--- src/design/grmc_pkg.sv ---
package grmc_pkg;

	// Default map side, in cells
	localparam int MAP_DIM = 32;

	// Field widths
	localparam int ROW_W   = 5;
	localparam int COL_W   = 12;
	localparam int DIR_W   = 16;
	localparam int POS_W   = 16;
	localparam int STEP_W  = 8;
	localparam int MAXD_W  = 13;
	localparam int BIAS_W  = 8;
	localparam int SCR_W   = 12;
	localparam int MSZ_W   = 6;
	localparam int DIST_W  = 14;
	localparam int SHADE_W = 8;

	// Configuration port
	localparam int CFG_IDX_W  = 3;
	localparam int CFG_DATA_W = 16;

	localparam logic [CFG_IDX_W-1:0] CFG_PLAYER_X      = 3'd0;
	localparam logic [CFG_IDX_W-1:0] CFG_PLAYER_Y      = 3'd1;
	localparam logic [CFG_IDX_W-1:0] CFG_STEP_SIZE     = 3'd2;
	localparam logic [CFG_IDX_W-1:0] CFG_MAX_DISTANCE  = 3'd3;
	localparam logic [CFG_IDX_W-1:0] CFG_NEAR_BIAS     = 3'd4;
	localparam logic [CFG_IDX_W-1:0] CFG_SCREEN_HEIGHT = 3'd5;
	localparam logic [CFG_IDX_W-1:0] CFG_MAP_WIDTH     = 3'd6;
	localparam logic [CFG_IDX_W-1:0] CFG_MAP_HEIGHT    = 3'd7;

	// Register reset values
	localparam logic [POS_W-1:0]  RST_PLAYER_X      = 16'd768;
	localparam logic [POS_W-1:0]  RST_PLAYER_Y      = 16'd768;
	localparam logic [STEP_W-1:0] RST_STEP_SIZE     = 8'd26;
	localparam logic [MAXD_W-1:0] RST_MAX_DISTANCE  = 13'd4096;
	localparam logic [BIAS_W-1:0] RST_NEAR_BIAS     = 8'd26;
	localparam logic [SCR_W-1:0]  RST_SCREEN_HEIGHT = 12'd1000;
	localparam logic [MSZ_W-1:0]  RST_MAP_WIDTH     = 6'd24;
	localparam logic [MSZ_W-1:0]  RST_MAP_HEIGHT    = 6'd24;

	// Item actions
	localparam logic ACT_WRITE = 1'b0;
	localparam logic ACT_CAST  = 1'b1;

	// Slice height divider: (screen_height * 256) / (distance + bias)
	localparam int DIV_NUM_W = SCR_W + 8;
	localparam int DIV_DEN_W = DIST_W + 1;

	// Shade: 255.0 - 15 * distance, in Q8.8
	localparam int SHADE_FULL = 255 * 256;

endpackage

--- src/design/grmc_req_if.sv ---
interface grmc_req_if;
	logic                                 valid;
	logic                                 ready;
	logic                                 action;
	logic        [grmc_pkg::ROW_W-1:0]    cell_row;
	logic        [grmc_pkg::ROW_W-1:0]    cell_col;
	logic                                 cell_wall;
	logic        [grmc_pkg::COL_W-1:0]    column;
	logic signed [grmc_pkg::DIR_W-1:0]    ray_dx;
	logic signed [grmc_pkg::DIR_W-1:0]    ray_dy;

	modport source (
		output valid, action, cell_row, cell_col, cell_wall, column, ray_dx, ray_dy,
		input  ready
	);
	modport sink (
		input  valid, action, cell_row, cell_col, cell_wall, column, ray_dx, ray_dy,
		output ready
	);
endinterface

--- src/design/grmc_rsp_if.sv ---
interface grmc_rsp_if;
	logic                            valid;
	logic                            ready;
	logic [grmc_pkg::COL_W-1:0]      out_column;
	logic [grmc_pkg::DIST_W-1:0]     hit_distance;
	logic                            wall_hit;
	logic [grmc_pkg::SCR_W-1:0]      slice_top;
	logic [grmc_pkg::SCR_W-1:0]      slice_bottom;
	logic [grmc_pkg::SHADE_W-1:0]    shade;

	modport source (
		output valid, out_column, hit_distance, wall_hit, slice_top, slice_bottom, shade,
		input  ready
	);
	modport sink (
		input  valid, out_column, hit_distance, wall_hit, slice_top, slice_bottom, shade,
		output ready
	);
endinterface

--- src/design/grmc_map.sv ---
// One-bit wall map: one write port, one registered read port, clearing pass after reset
module grmc_map #(
	parameter int MAP_DIM = grmc_pkg::MAP_DIM
) (
	input  logic                                   clk,
	input  logic                                   arst_n,
	input  logic                                   wr_en,
	input  logic [$clog2(MAP_DIM*MAP_DIM)-1:0]     wr_addr,
	input  logic                                   wr_data,
	input  logic                                   rd_en,
	input  logic [$clog2(MAP_DIM*MAP_DIM)-1:0]     rd_addr,
	output logic                                   rd_data,
	output logic                                   clearing
);

	localparam int DEPTH = MAP_DIM * MAP_DIM;
	localparam int AW    = $clog2(DEPTH);

	logic          mem_q [DEPTH];
	logic          clr_q;
	logic [AW-1:0] clr_cnt_q;
	logic          rd_data_q;

	// Clear sweep, one cell per cycle
	always_ff @(posedge clk or negedge arst_n) begin
		if (!arst_n) begin
			clr_q     <= 1'b1;
			clr_cnt_q <= '0;
		end else if (clr_q) begin
			clr_cnt_q <= clr_cnt_q + AW'(1);
			if (clr_cnt_q == AW'(DEPTH - 1)) begin
				clr_q <= 1'b0;
			end
		end
	end

	// Storage
	always_ff @(posedge clk) begin
		if (clr_q) begin
			mem_q[clr_cnt_q] <= 1'b0;
		end else if (wr_en) begin
			mem_q[wr_addr] <= wr_data;
		end
	end

	always_ff @(posedge clk) begin
		if (rd_en) begin
			rd_data_q <= mem_q[rd_addr];
		end
	end

	assign rd_data  = rd_data_q;
	assign clearing = clr_q;

endmodule

--- src/design/grmc_div.sv ---
// Restoring divider, one quotient bit per cycle
module grmc_div #(
	parameter int NUM_W = grmc_pkg::DIV_NUM_W,
	parameter int DEN_W = grmc_pkg::DIV_DEN_W
) (
	input  logic             clk,
	input  logic             arst_n,
	input  logic             start,
	input  logic [NUM_W-1:0] num,
	input  logic [DEN_W-1:0] den,
	output logic             busy,
	output logic [NUM_W-1:0] quo
);

	localparam int CW = $clog2(NUM_W);

	logic             busy_q;
	logic [CW-1:0]    cnt_q;
	logic [NUM_W-1:0] num_q;
	logic [NUM_W-1:0] quo_q;
	logic [DEN_W-1:0] rem_q;
	logic [DEN_W-1:0] den_q;
	logic [DEN_W:0]   rem_sh;
	logic [DEN_W:0]   diff;
	logic             ge;

	// Trial subtract
	always_comb begin
		rem_sh = {rem_q, num_q[NUM_W-1]};
		diff   = rem_sh - {1'b0, den_q};
		ge     = !diff[DEN_W];
	end

	always_ff @(posedge clk or negedge arst_n) begin
		if (!arst_n) begin
			busy_q <= 1'b0;
			cnt_q  <= '0;
		end else if (start) begin
			busy_q <= 1'b1;
			cnt_q  <= '0;
		end else if (busy_q) begin
			cnt_q <= cnt_q + CW'(1);
			if (cnt_q == CW'(NUM_W - 1)) begin
				busy_q <= 1'b0;
			end
		end
	end

	always_ff @(posedge clk) begin
		if (start) begin
			num_q <= num;
			den_q <= den;
			rem_q <= '0;
			quo_q <= '0;
		end else if (busy_q) begin
			num_q <= {num_q[NUM_W-2:0], 1'b0};
			quo_q <= {quo_q[NUM_W-2:0], ge};
			rem_q <= ge ? diff[DEN_W-1:0] : rem_sh[DEN_W-1:0];
		end
	end

	assign busy = busy_q;
	assign quo  = quo_q;

endmodule

--- src/design/grid_ray_march_column_core.sv ---
// Map write: no result; the next item can be taken on the following cycle.
// Cast: each march step checks the point (CHECK) and reads its cell (READ); the march ends
// at a wall, off the map or at the range limit, then the slice height is divided (DIVGO, DIVW).
// One cast in flight; the next item is taken the cycle after the result is loaded, which
// waits while the output register still holds an untaken result.
// Reset: asynchronous, active low; configuration registers take defaults, map cleared after reset.
module grid_ray_march_column_core #(
	parameter int MAP_DIM = grmc_pkg::MAP_DIM
) (
	input  logic                                clk,
	input  logic                                arst_n,
	input  logic                                cfg_we,
	input  logic [grmc_pkg::CFG_IDX_W-1:0]      cfg_index,
	input  logic [grmc_pkg::CFG_DATA_W-1:0]     cfg_data,
	grmc_req_if.sink                            req,
	grmc_rsp_if.source                          rsp
);

	localparam int AW = $clog2(MAP_DIM * MAP_DIM);

	localparam logic [2:0] ST_IDLE  = 3'd0;
	localparam logic [2:0] ST_CHECK = 3'd1;
	localparam logic [2:0] ST_READ  = 3'd2;
	localparam logic [2:0] ST_DIVGO = 3'd3;
	localparam logic [2:0] ST_DIVW  = 3'd4;
	localparam logic [2:0] ST_FIN   = 3'd5;

	typedef struct packed {
		logic       neg_out;
		logic [8:0] idx;
	} cell_t;

	// Configuration registers
	logic [grmc_pkg::POS_W-1:0]  player_x_q;
	logic [grmc_pkg::POS_W-1:0]  player_y_q;
	logic [grmc_pkg::STEP_W-1:0] step_q;
	logic [grmc_pkg::MAXD_W-1:0] maxd_q;
	logic [grmc_pkg::BIAS_W-1:0] bias_q;
	logic [grmc_pkg::SCR_W-1:0]  scr_q;
	logic [grmc_pkg::MSZ_W-1:0]  map_w_q;
	logic [grmc_pkg::MSZ_W-1:0]  map_h_q;

	// Sequencer and march datapath
	logic [2:0]                   state_q;
	logic signed [31:0]           acc_x_q;
	logic signed [31:0]           acc_y_q;
	logic signed [24:0]           inc_x_q;
	logic signed [24:0]           inc_y_q;
	logic [grmc_pkg::DIST_W-1:0]  d_q;
	logic                         hit_q;
	logic [grmc_pkg::COL_W-1:0]   column_q;

	// Output register
	logic                          out_valid_q;
	logic [grmc_pkg::COL_W-1:0]    o_column_q;
	logic [grmc_pkg::DIST_W-1:0]   o_dist_q;
	logic                          o_hit_q;
	logic [grmc_pkg::SCR_W-1:0]    o_top_q;
	logic [grmc_pkg::SCR_W-1:0]    o_bot_q;
	logic [grmc_pkg::SHADE_W-1:0]  o_shade_q;

	logic                          clearing;
	logic                          in_xfer;
	logic                          cast_xfer;
	logic                          map_wr_en;
	logic [AW-1:0]                 map_wr_addr;
	logic                          map_rd_en;
	logic [AW-1:0]                 map_rd_addr;
	logic                          map_rd_data;
	logic [grmc_pkg::STEP_W:0]     step_eff;
	cell_t                         cx;
	cell_t                         cy;
	logic                          range_done;
	logic                          off_map;
	logic [grmc_pkg::DIV_DEN_W-1:0] den_sum;
	logic [grmc_pkg::DIV_DEN_W-1:0] den;
	logic                          div_start;
	logic                          div_busy;
	logic [grmc_pkg::DIV_NUM_W-1:0] quo;
	logic                          out_load;
	logic [grmc_pkg::DIV_NUM_W-1:0] half;
	logic [grmc_pkg::DIV_NUM_W-1:0] hh;
	logic [grmc_pkg::DIV_NUM_W-1:0] bot_sum;
	logic [grmc_pkg::SCR_W-1:0]    top_val;
	logic [grmc_pkg::SCR_W-1:0]    bot_val;
	logic [17:0]                   shade_sub;
	logic [17:0]                   shade_diff;
	logic [grmc_pkg::SHADE_W-1:0]  shade_val;

	// Truncate a Q.22 coordinate toward zero; flag a negative cell
	function automatic cell_t cell_of(input logic signed [31:0] a);
		cell_t c;
		c.neg_out = a[31] && !((&a[31:22]) && (|a[21:0]));
		c.idx     = a[31] ? 9'd0 : a[30:22];
		return c;
	endfunction

	// Configuration writes
	always_ff @(posedge clk or negedge arst_n) begin
		if (!arst_n) begin
			player_x_q <= grmc_pkg::RST_PLAYER_X;
			player_y_q <= grmc_pkg::RST_PLAYER_Y;
			step_q     <= grmc_pkg::RST_STEP_SIZE;
			maxd_q     <= grmc_pkg::RST_MAX_DISTANCE;
			bias_q     <= grmc_pkg::RST_NEAR_BIAS;
			scr_q      <= grmc_pkg::RST_SCREEN_HEIGHT;
			map_w_q    <= grmc_pkg::RST_MAP_WIDTH;
			map_h_q    <= grmc_pkg::RST_MAP_HEIGHT;
		end else if (cfg_we) begin
			unique case (cfg_index)
				grmc_pkg::CFG_PLAYER_X:      player_x_q <= cfg_data[grmc_pkg::POS_W-1:0];
				grmc_pkg::CFG_PLAYER_Y:      player_y_q <= cfg_data[grmc_pkg::POS_W-1:0];
				grmc_pkg::CFG_STEP_SIZE:     step_q     <= cfg_data[grmc_pkg::STEP_W-1:0];
				grmc_pkg::CFG_MAX_DISTANCE:  maxd_q     <= cfg_data[grmc_pkg::MAXD_W-1:0];
				grmc_pkg::CFG_NEAR_BIAS:     bias_q     <= cfg_data[grmc_pkg::BIAS_W-1:0];
				grmc_pkg::CFG_SCREEN_HEIGHT: scr_q      <= cfg_data[grmc_pkg::SCR_W-1:0];
				grmc_pkg::CFG_MAP_WIDTH:     map_w_q    <= cfg_data[grmc_pkg::MSZ_W-1:0];
				grmc_pkg::CFG_MAP_HEIGHT:    map_h_q    <= cfg_data[grmc_pkg::MSZ_W-1:0];
				default:                     ;
			endcase
		end
	end

	// Input handshake and map write
	assign req.ready  = (state_q == ST_IDLE) && !clearing;
	assign in_xfer    = req.valid && req.ready;
	assign cast_xfer  = in_xfer && (req.action == grmc_pkg::ACT_CAST);
	assign map_wr_en  = in_xfer && (req.action == grmc_pkg::ACT_WRITE)
		&& (int'(req.cell_row) < MAP_DIM) && (int'(req.cell_col) < MAP_DIM);
	assign map_wr_addr = AW'(req.cell_row) * AW'(MAP_DIM) + AW'(req.cell_col);
	assign step_eff   = (step_q == '0) ? 9'd1 : {1'b0, step_q};

	// Cell test for the current march point
	always_comb begin
		cx         = cell_of(acc_x_q);
		cy         = cell_of(acc_y_q);
		range_done = d_q >= grmc_pkg::DIST_W'(maxd_q);
		off_map    = cx.neg_out || cy.neg_out
			|| (cx.idx >= 9'(map_w_q)) || (cy.idx >= 9'(map_h_q))
			|| (int'(cx.idx) >= MAP_DIM) || (int'(cy.idx) >= MAP_DIM);
	end

	assign map_rd_en   = (state_q == ST_CHECK) && !range_done && !off_map;
	assign map_rd_addr = AW'(cx.idx) * AW'(MAP_DIM) + AW'(cy.idx);

	grmc_map #(
		.MAP_DIM (MAP_DIM)
	) u_map (
		.clk      (clk),
		.arst_n   (arst_n),
		.wr_en    (map_wr_en),
		.wr_addr  (map_wr_addr),
		.wr_data  (req.cell_wall),
		.rd_en    (map_rd_en),
		.rd_addr  (map_rd_addr),
		.rd_data  (map_rd_data),
		.clearing (clearing)
	);

	// Slice height divide
	assign den_sum   = grmc_pkg::DIV_DEN_W'(d_q) + grmc_pkg::DIV_DEN_W'(bias_q);
	assign den       = (den_sum == '0) ? grmc_pkg::DIV_DEN_W'(1) : den_sum;
	assign div_start = (state_q == ST_DIVGO);

	grmc_div #(
		.NUM_W (grmc_pkg::DIV_NUM_W),
		.DEN_W (grmc_pkg::DIV_DEN_W)
	) u_div (
		.clk    (clk),
		.arst_n (arst_n),
		.start  (div_start),
		.num    ({scr_q, 8'd0}),
		.den    (den),
		.busy   (div_busy),
		.quo    (quo)
	);

	// Slice rows and shade
	always_comb begin
		half    = grmc_pkg::DIV_NUM_W'(scr_q[grmc_pkg::SCR_W-1:1]);
		hh      = {1'b0, quo[grmc_pkg::DIV_NUM_W-1:1]};
		bot_sum = half + hh;
		top_val = (hh > half) ? '0 : grmc_pkg::SCR_W'(half - hh);
		if (bot_sum >= grmc_pkg::DIV_NUM_W'(scr_q)) begin
			bot_val = (scr_q == '0) ? '0 : scr_q - grmc_pkg::SCR_W'(1);
		end else begin
			bot_val = grmc_pkg::SCR_W'(bot_sum);
		end
		shade_sub  = (18'(d_q) << 4) - 18'(d_q);
		shade_diff = 18'(grmc_pkg::SHADE_FULL) - shade_sub;
		shade_val  = (shade_sub >= 18'(grmc_pkg::SHADE_FULL)) ? '0 : shade_diff[15:8];
	end

	assign out_load = (state_q == ST_FIN) && (!out_valid_q || rsp.ready);

	// Sequencer
	always_ff @(posedge clk or negedge arst_n) begin
		if (!arst_n) begin
			state_q     <= ST_IDLE;
			out_valid_q <= 1'b0;
		end else begin
			unique case (state_q)
				ST_IDLE:  if (cast_xfer) state_q <= ST_CHECK;
				ST_CHECK: begin
					if (range_done || off_map) begin
						state_q <= ST_DIVGO;
					end else begin
						state_q <= ST_READ;
					end
				end
				ST_READ:  state_q <= map_rd_data ? ST_DIVGO : ST_CHECK;
				ST_DIVGO: state_q <= ST_DIVW;
				ST_DIVW:  if (!div_busy) state_q <= ST_FIN;
				ST_FIN:   if (out_load) state_q <= ST_IDLE;
				default:  state_q <= ST_IDLE;
			endcase
			if (out_load) begin
				out_valid_q <= 1'b1;
			end else if (rsp.ready) begin
				out_valid_q <= 1'b0;
			end
		end
	end

	// March datapath
	always_ff @(posedge clk) begin
		if (cast_xfer) begin
			acc_x_q  <= $signed({2'b00, player_x_q, 14'd0});
			acc_y_q  <= $signed({2'b00, player_y_q, 14'd0});
			inc_x_q  <= req.ray_dx * $signed(step_eff);
			inc_y_q  <= req.ray_dy * $signed(step_eff);
			d_q      <= '0;
			hit_q    <= 1'b0;
			column_q <= req.column;
		end else if (state_q == ST_CHECK) begin
			if (!range_done && off_map) begin
				d_q <= grmc_pkg::DIST_W'(maxd_q);
			end
		end else if (state_q == ST_READ) begin
			if (map_rd_data) begin
				hit_q <= 1'b1;
			end else begin
				acc_x_q <= acc_x_q + 32'(inc_x_q);
				acc_y_q <= acc_y_q + 32'(inc_y_q);
				d_q     <= d_q + grmc_pkg::DIST_W'(step_eff);
			end
		end
	end

	// Result register
	always_ff @(posedge clk) begin
		if (out_load) begin
			o_column_q <= column_q;
			o_dist_q   <= d_q;
			o_hit_q    <= hit_q;
			o_top_q    <= top_val;
			o_bot_q    <= bot_val;
			o_shade_q  <= shade_val;
		end
	end

	assign rsp.valid        = out_valid_q;
	assign rsp.out_column   = o_column_q;
	assign rsp.hit_distance = o_dist_q;
	assign rsp.wall_hit     = o_hit_q;
	assign rsp.slice_top    = o_top_q;
	assign rsp.slice_bottom = o_bot_q;
	assign rsp.shade        = o_shade_q;

endmodule

--- src/flat_wrapper.sv ---
// flat-port wrapper written by rule: the top's interface ports become plain ports
module grid_ray_march_column_core_flat 
#(
	parameter int MAP_DIM = grmc_pkg::MAP_DIM
)
  (clk, arst_n, cfg_we, cfg_index, cfg_data, req_valid, req_action, req_cell_row, req_cell_col, req_cell_wall, req_column, req_ray_dx, req_ray_dy, req_ready, rsp_valid, rsp_out_column, rsp_hit_distance, rsp_wall_hit, rsp_slice_top, rsp_slice_bottom, rsp_shade, rsp_ready);
  grmc_req_if req_i ();
  grmc_rsp_if rsp_i ();
  input  logic clk;
  input  logic arst_n;
  input  logic cfg_we;
  input  logic [grmc_pkg::CFG_IDX_W-1:0] cfg_index;
  input  logic [grmc_pkg::CFG_DATA_W-1:0] cfg_data;
  input wire logic [$bits(req_i.valid)-1:0] req_valid;
  input wire logic [$bits(req_i.action)-1:0] req_action;
  input wire logic [$bits(req_i.cell_row)-1:0] req_cell_row;
  input wire logic [$bits(req_i.cell_col)-1:0] req_cell_col;
  input wire logic [$bits(req_i.cell_wall)-1:0] req_cell_wall;
  input wire logic [$bits(req_i.column)-1:0] req_column;
  input wire logic [$bits(req_i.ray_dx)-1:0] req_ray_dx;
  input wire logic [$bits(req_i.ray_dy)-1:0] req_ray_dy;
  output wire logic [$bits(req_i.ready)-1:0] req_ready;
  output wire logic [$bits(rsp_i.valid)-1:0] rsp_valid;
  output wire logic [$bits(rsp_i.out_column)-1:0] rsp_out_column;
  output wire logic [$bits(rsp_i.hit_distance)-1:0] rsp_hit_distance;
  output wire logic [$bits(rsp_i.wall_hit)-1:0] rsp_wall_hit;
  output wire logic [$bits(rsp_i.slice_top)-1:0] rsp_slice_top;
  output wire logic [$bits(rsp_i.slice_bottom)-1:0] rsp_slice_bottom;
  output wire logic [$bits(rsp_i.shade)-1:0] rsp_shade;
  input wire logic [$bits(rsp_i.ready)-1:0] rsp_ready;
  assign req_i.valid = req_valid;
  assign req_i.action = req_action;
  assign req_i.cell_row = req_cell_row;
  assign req_i.cell_col = req_cell_col;
  assign req_i.cell_wall = req_cell_wall;
  assign req_i.column = req_column;
  assign req_i.ray_dx = req_ray_dx;
  assign req_i.ray_dy = req_ray_dy;
  assign req_ready = req_i.ready;
  assign rsp_valid = rsp_i.valid;
  assign rsp_out_column = rsp_i.out_column;
  assign rsp_hit_distance = rsp_i.hit_distance;
  assign rsp_wall_hit = rsp_i.wall_hit;
  assign rsp_slice_top = rsp_i.slice_top;
  assign rsp_slice_bottom = rsp_i.slice_bottom;
  assign rsp_shade = rsp_i.shade;
  assign rsp_i.ready = rsp_ready;
  grid_ray_march_column_core #(.MAP_DIM(MAP_DIM)) u_core (.clk(clk), .arst_n(arst_n), .cfg_we(cfg_we), .cfg_index(cfg_index), .cfg_data(cfg_data), .req(req_i), .rsp(rsp_i));
endmodule
--- config.mk ---
export PLATFORM = sky130hd
export DESIGN_NAME = grid_ray_march_column_core_flat
export DESIGN_NICKNAME = d
export VERILOG_FILES = /design/src/design/grmc_pkg.sv /design/src/design/grmc_req_if.sv /design/src/design/grmc_rsp_if.sv /design/src/design/grmc_map.sv /design/src/design/grmc_div.sv /design/src/design/grid_ray_march_column_core.sv /design/src/flat_wrapper.sv
export SDC_FILE = /design/constraint.sdc
export NUM_CORES = 2
export LEC_CHECK = 0
export ABC_AREA = 1
export BUFFER_PORTS_ARGS = -buffer_cell sky130_fd_sc_hd__buf_2
export CAP_MARGIN = 5
export CORE_ASPECT_RATIO = 1.75
export CORE_MARGIN = 10
export CORE_UTILIZATION = 64
export DETAILED_ROUTE_END_ITERATION = 6
export PLACE_DENSITY = 0.87
export SLEW_MARGIN = 20
export SYNTH_ARGS = -nofsm -noshare
export SYNTH_HDL_FRONTEND = slang
export SYNTH_SLANG_ARGS = --single-unit
--- constraint.sdc ---
create_clock -name clk -period 35.9 [get_ports clk]
set_input_delay 7.18 -clock clk [delete_from_list [all_inputs] [get_ports clk]]
set_output_delay 7.18 -clock clk [all_outputs]
set_load 0.005 [all_outputs]
After elaboration in Yosys (flattened, before gate mapping)
Memories as Yosys holds them, arrays and structs flattened. A register that Yosys moved wholly into a read port is not among the register bits.
Index checks and enable logic that the tools add are counted.
{ "word_totals": {"ramBits": 1024, "latch_bits": 0, "memories": 1, "regBits": 368, "rom_bits": 0, "wordCells": 178, "out_inout_bits": 61} }
{ "memory_table": {"columns": ["name", "depth", "width", "rd", "rd_clocked_by_memory_dff", "write_ports", "line_no", "rtl"], "rows": [
  ["u_core.u_map.mem_q", 1024, 1, 1, 1, 1, "grmc_map.sv:19", "logic mem_q [DEPTH];"]
]} }
{ "op_classes": {"shifts": 0, "multipliers": 2, "reduce_logical": 53, "n_bitwise": 3, "div": 0, "n_eq_ne": 21, "n_mux": 43, "add_sub_neg": 14, "n_lt_le_gt_ge": 8} }
{ "op_table": {"columns": ["op", "count"], "rows": [
  ["two-way mux 30 bit", 8],
  ["adder 32 x 25 -> 32 bit", 2],
  ["two-way mux 14 bit", 4],
  ["multiplier 16 x 9 -> 25 bit", 2],
  ["OR reduction 22 bit", 2],
  ["two-way mux 20 bit", 2],
  ["two-way mux 12 bit", 2],
  ["adder 11 x 19 -> 20 bit", 1],
  [">= comparator 20 x 12 -> 1 bit", 1],
  ["AND reduction 10 bit", 2],
  ["greater-than comparator 19 x 11 -> 1 bit", 1],
  ["equality test 3 bit (second input constant)", 6],
  [">= comparator 18 x 16 -> 1 bit (second input constant)", 1],
  [">= comparator 9 x 6 -> 1 bit", 2],
  [">= comparator 9 x 6 -> 1 bit (second input constant)", 2],
  ["two-way mux 9 bit", 2],
  ["case mux 3 bit (6 select lines)", 1],
  ["subtractor 18 x 14 -> 18 bit", 1],
  ["AND reduction 2 bit", 8],
  ["subtractor 16 x 15 -> 16 bit", 1],
  ["subtractor 16 bit (first input constant)", 1],
  ["adder 14 x 8 -> 15 bit", 1],
  ["logical NOT 15 bit", 1],
  ["two-way mux 1 bit", 15],
  ["30 further kinds", 75]
]} }

Longest topological paths before layout
{ "depth": {"ltp_word": 12, "mapped_depth": 25} }

Modules after synthesis
From an unflattened synthesis, not the netlist that was laid out.
{ "unflattened": {"cells_unflattened": 9058, "hier_area_um2": 79408.7} }
{ "by_module_without_submodules": {"columns": ["module", "seq_area_each_um2", "area_per_inst_um2", "cells_each", "n_inst"], "rows": [
  ["grmc_map", 31056.0, 46763.6, 4767, 1],
  ["grid_ray_march_column_core", 7788.7, 28667.5, 3777, 1],
  ["grmc_div", 1901.8, 3977.6, 514, 1]
]} }

Least setup slack after synthesis
OpenSTA, ideal clock, no wires.
{ "synth_path": {"path_type": "input-to-reg", "startpoint": "in req_valid", "endpoint": "mem u_core.u_map.mem_q[0], data pin", "n_path_buf": 1, "arrival_ns": 31.184, "cell_stages": 5, "path_slack_ns": -0.259, "cell_sequence": "nand2_2 nor2_4 inv_4 buf_6 nor2_1"} }
{ "synth_between": {"elab_chain_len": 7} }
{ "synth_rtl": {"columns": ["element", "line_no", "rtl"], "rows": [
  ["start, declared", "flat_wrapper.sv:14", "input wire logic [$bits(req_i.valid)-1:0] req_valid;"],
  ["logical AND 1 bit", "grid_ray_march_column_core.sv:126", "assign in_xfer = req.valid && req.ready;"],
  ["logical AND 1 bit", "grid_ray_march_column_core.sv:128", "assign map_wr_en = in_xfer && (req.action == grmc_pkg::ACT_WRITE)"],
  ["two-way mux 1 bit", "grmc_map.sv:41", "end else if (wr_en) begin"],
  ["two-way mux 1 bit", "grmc_map.sv:39", "if (clr_q) begin"],
  ["two-way mux 1 bit (not written as such)", "grmc_map.sv:42", "mem_q[wr_addr] <= wr_data;"],
  ["OR reduction 1 bit (no source line)", null, null],
  ["two-way mux 1 bit (no source line)", null, null],
  ["end, declared", "grmc_map.sv:19", null]
]} }
No other way between the ends.

Final worst setup path
{ "layout_path": {"startpoint": "in req_valid", "endpoint": "mem u_core.u_map.mem_q[964], data pin"} }
Same word-level chain as after synthesis.

==> impl_metrics.yaml <==
run_status:
  status: "finished clean"
detailed_routing:
  highest_layer: "met5"
  routedWlPerCell_um: 21.32
  wl_met3_um: 23050
  wl_met1_um: 69960
  drt_iter0_drc: 8374
  num_vias: 63720
  via_per_inst: 6.045
  routed_wl_um: 224700
  drc: 0
  met2WireLength_um: 110700
  drt-pass1-iter-count: 7
  ant_nets: 0
critical_path:
  worstReg2RegStart: "u_core.step_q[1]"
  critPathCaptureType: "flop"
  cp-start-kind: "primary input"
  crit_buf_inv: 8
  cp.depth: 11
  cp-startpoint: "req_valid"
  critPathTopFamily: "buffers and inverters"
  ff2ff_path_depth: 25
  slowest_stage: "buf_4"
  crit_arrival_ps: 11840
  cpMostUsedCell: "buf_4"
  reg2reg_to: "u_core.inc_y_q[23]"
  required_ps: 36350
  crit_path_max_incr_delay_ps: 810
  cp-endpoint: "u_core.u_map.mem_q[964]"
  critPathKind: "primary input to flop"
  crit_fanout: 102
  crit_chain: "buf_2 > nand2_2 > nor2_4 > inv_4 > nor2_4 > buf_4 > buf_4 > buf_16 > buf_4 > buf_4 > buf_4"
  rrSetupSlack_ps: 29450
power:
  leakage_nw: 35.84
  peakVddDrop_uv: 56.29
  pwr-share-clk_pct: 19.7
  p_int_mw: 3.700
  combPwrFrac_pct: 48.1
  swShare_pct: 43.70
  power.density_nw_per_um2: 77.74
  switchingPower_mw: 2.873
  p_seq_share_pct: 32.2
grt:
  track_usage_pct: 31.74
  grt_max_degree: 218
  grt-ovfl-total: 0
  grt_pass1_wl_um: 344300
  grt_pass1_vias: 63730
  antenna_found_initial: 3
clock_tree:
  cts_sinks: 1393
  postCtsSetupBuffers: 0
  cts_tree: "done"
  clkLatencyLatePin_ps: 790
  htree_num_levels: 3
  cts_resized: 0
  clkTransAtPathRegs_ps: 70
  cts_max_path_buffers: 3
  numCtsBuffers: 117
  cts_root_buffer: "clkbuf_16"
  ctsHoldBuffers: 0
timing:
  fmax_ghz: 0.08783
  finalSetupTns_ps: 0
  finalCriticalPeriod_ps: 11390
  fin_hold_ws_ps: 416.9
  drv_slew: 0
  finalHoldViolCount: 0
  rsz0062_at_grt: "false"
  setup_viol: 0
  min_period_over_period_pct: 31.71
  finalClockSkew_ps: 63.92
  worst_pin_slew_ps: 1220
  fin_ws_ps: 24510
  max_slew_margin_pct: 18.35
floorplan:
  chipWidth_um: 286.0
  rows: 170
  num_io_pins: 141
  initial_core_util_pct: 64.47
  die_area_sq_um: 138900
  core_region_area_sq_um: 122900
  die_h_um: 485.6
synth:
  syn_nets: 9562
  synth-seq-cells: 1393
  synth-main-ff-cell: "edfxtp_1"
  syn_area_per_cell_sq_um: 8.819
  syn_inst: 8988
  synth-edff-count: 1205
  synth-async-reset-ratio_pct: 7.609
  netlist-cell-type-count: 58
  ys_warn_count: 0
  syn-cell-area_sq_um: 79270
  seq_area_frac_synth_pct: 51.10
place:
  io_buffers: 140
  place_hpwl_um: 139700
  placed_area_sq_um: 80660
  place_congestion: 0.9228
  place_ws_ps: 23910
final_layout:
  drive_above_1_share_pct: 5.783
  layout.nets: 9378
  layout_commonest_cell: "nand2_1"
  final_cell_mix: "1891 x nand2_1, 1323 x nor2_1, 1267 x inv_1"
  finalInstanceArea_sq_um: 84560
  post-route-util_pct: 68.78
  fillers: 9012
  syn_to_final_growth_pct: 6.674
run:
  max-cap-violations: 0
worst_hold_path:
  hold_class: "flop to flop"
stage by stage:
| step | cells | power (mW) |
|---|---|---|
| global placement | 10320 | 5.124 |
| detailed placement | 10320 | 5.222 |
| CTS | 10540 | 6.520 |
| global route | 10540 | 6.995 |
| floorplan | 8988 | 4.336 |
| finish | 10540 | 6.573 |
final cells by class:
| type | instances | area (sq um) | area share, % |
|---|---|---|---|
| Sequential cell | 1393 | 40510 | 47.90 |
| Multi-Input combinational cell | 5780 | 31890 | 37.71 |
| Inverter | 1283 | 4826 | 5.707 |
| Clock buffer | 146 | 3109 | 3.677 |
| Tap cell | 1634 | 2044 | 2.418 |
| Timing Repair Buffer | 229 | 1453 | 1.718 |
| Clock inverter | 75 | 728.2 | 0.8612 |
| Antenna cell | 1 | 2.502 | 0.002959 |
worst register-to-register path, stage by stage, from the launching register on:
cell	delay [ps]
dfstp_2	520
buf_4	440
nor4_1	150
nor2_1	120
buf_4	300
clkinv_1	140
buf_4	270
nand2_1	210
inv_1	90
fa_1	630
inv_1	130
fa_1	500
inv_1	60
fa_1	520
inv_1	50
fa_1	470
inv_1	40
ha_1	360
nand2_1	110
nor4_1	390
nand4_1	130
nand3_1	160
a21oi_1	90
nor2_1	90
nor2_1	60
xor2_1	130
Yosys cell counts, drive strengths merged, types with 7 or more instances:
library cell | instances | area, sq um
o21bai | 17 | 127.6
edfxtp | 1205 | 36180
nand3 | 706 | 3538
clkinv | 8 | 30.03
nand2 | 1912 | 7184
a22oi | 21 | 157.7
fa | 212 | 4244
or2 | 17 | 106.4
nor3 | 61 | 305.3
dfrtp | 84 | 2102
clkbuf | 314 | 1205
o211ai | 198 | 1486
o21ai | 418 | 2118
a21oi | 292 | 1461
a31oi | 7 | 43.79
nor4 | 29 | 181.4
xnor2 | 41 | 359.1
dfxtp | 82 | 1642
xor2 | 99 | 867.1
o22ai | 9 | 56.30
buf | 218 | 1042
nand4 | 46 | 287.8
dfstp | 22 | 578.1
ha | 282 | 3528
nor2 | 1343 | 5084
inv | 1275 | 4788
a21o | 20 | 150.1
cell families (layout without fill, tap and decap cells):
group                      count (synthesis)  in the layout  synth area share [%]
and+or+nand+nor                         4121           4121                 21.11
buffers and inverters                   1815           1733                 8.914
DFF                                     1393           1393                 51.10
AOI/OAI and AO/OA                       1025           1025                 7.523
adders and majority gates                494            494                 9.805
xor gates and xnor gates                 140            140                 1.547
other                                      0              1                     0
state kept, by name, summed over array words and instances, names as in the netlist, 13 cells and up:
signal and flops:
u_core.acc_y_q 32, u_core.player_y_q 16, u_core.player_x_q 16, u_core.u_div.rem_q 15, u_core.inc_y_q 25, u_core.maxd_q 13
u_core.rsp.hit_distance 14, u_core.d_q 14, u_core.inc_x_q 25, u_core.u_div.quo 20, u_core.u_div.den_q 15, u_core.acc_x_q 32
u_core.u_map.mem_q 1024
power groups by stage:
stage | clock network (mW) | logic, mW | registers, mW
final | 1.29 | 3.16 | 2.12
after CTS | 1.30 | 3.11 | 2.11
after floorplan | 0 | 2.22 | 2.12
after global routing | 1.36 | 3.51 | 2.13
after global placement | 0 | 2.98 | 2.14
after detailed placement | 0 | 3.08 | 2.15
worst min path at each step:
| stage | startpoint | cells after the start | end |
|---|---|---|---|
| 2_1_floorplan | u_core.column_q[0] | 0 | u_core.rsp.out_column[0] |
| 3_3_place_gp | u_core.column_q[11] | 0 | u_core.rsp.out_column[11] |
| 3_5_place_dp | u_core.column_q[5] | 0 | u_core.rsp.out_column[5] |
| 4_1_cts | u_core.column_q[5] | 0 | u_core.rsp.out_column[5] |
| 5_1_grt | u_core.column_q[8] | 0 | u_core.rsp.out_column[8] |
| 6_report | u_core.column_q[5] | 0 | u_core.rsp.out_column[5] |
routing by layer:
layer	GRT usage, %	vias up
met1	33.50	29920
met2	55.07	3878
li1	-	28740
met5	0	-
met3	5.673	1180
met4	25.64	4
Power figures use the tool's default switching activity.
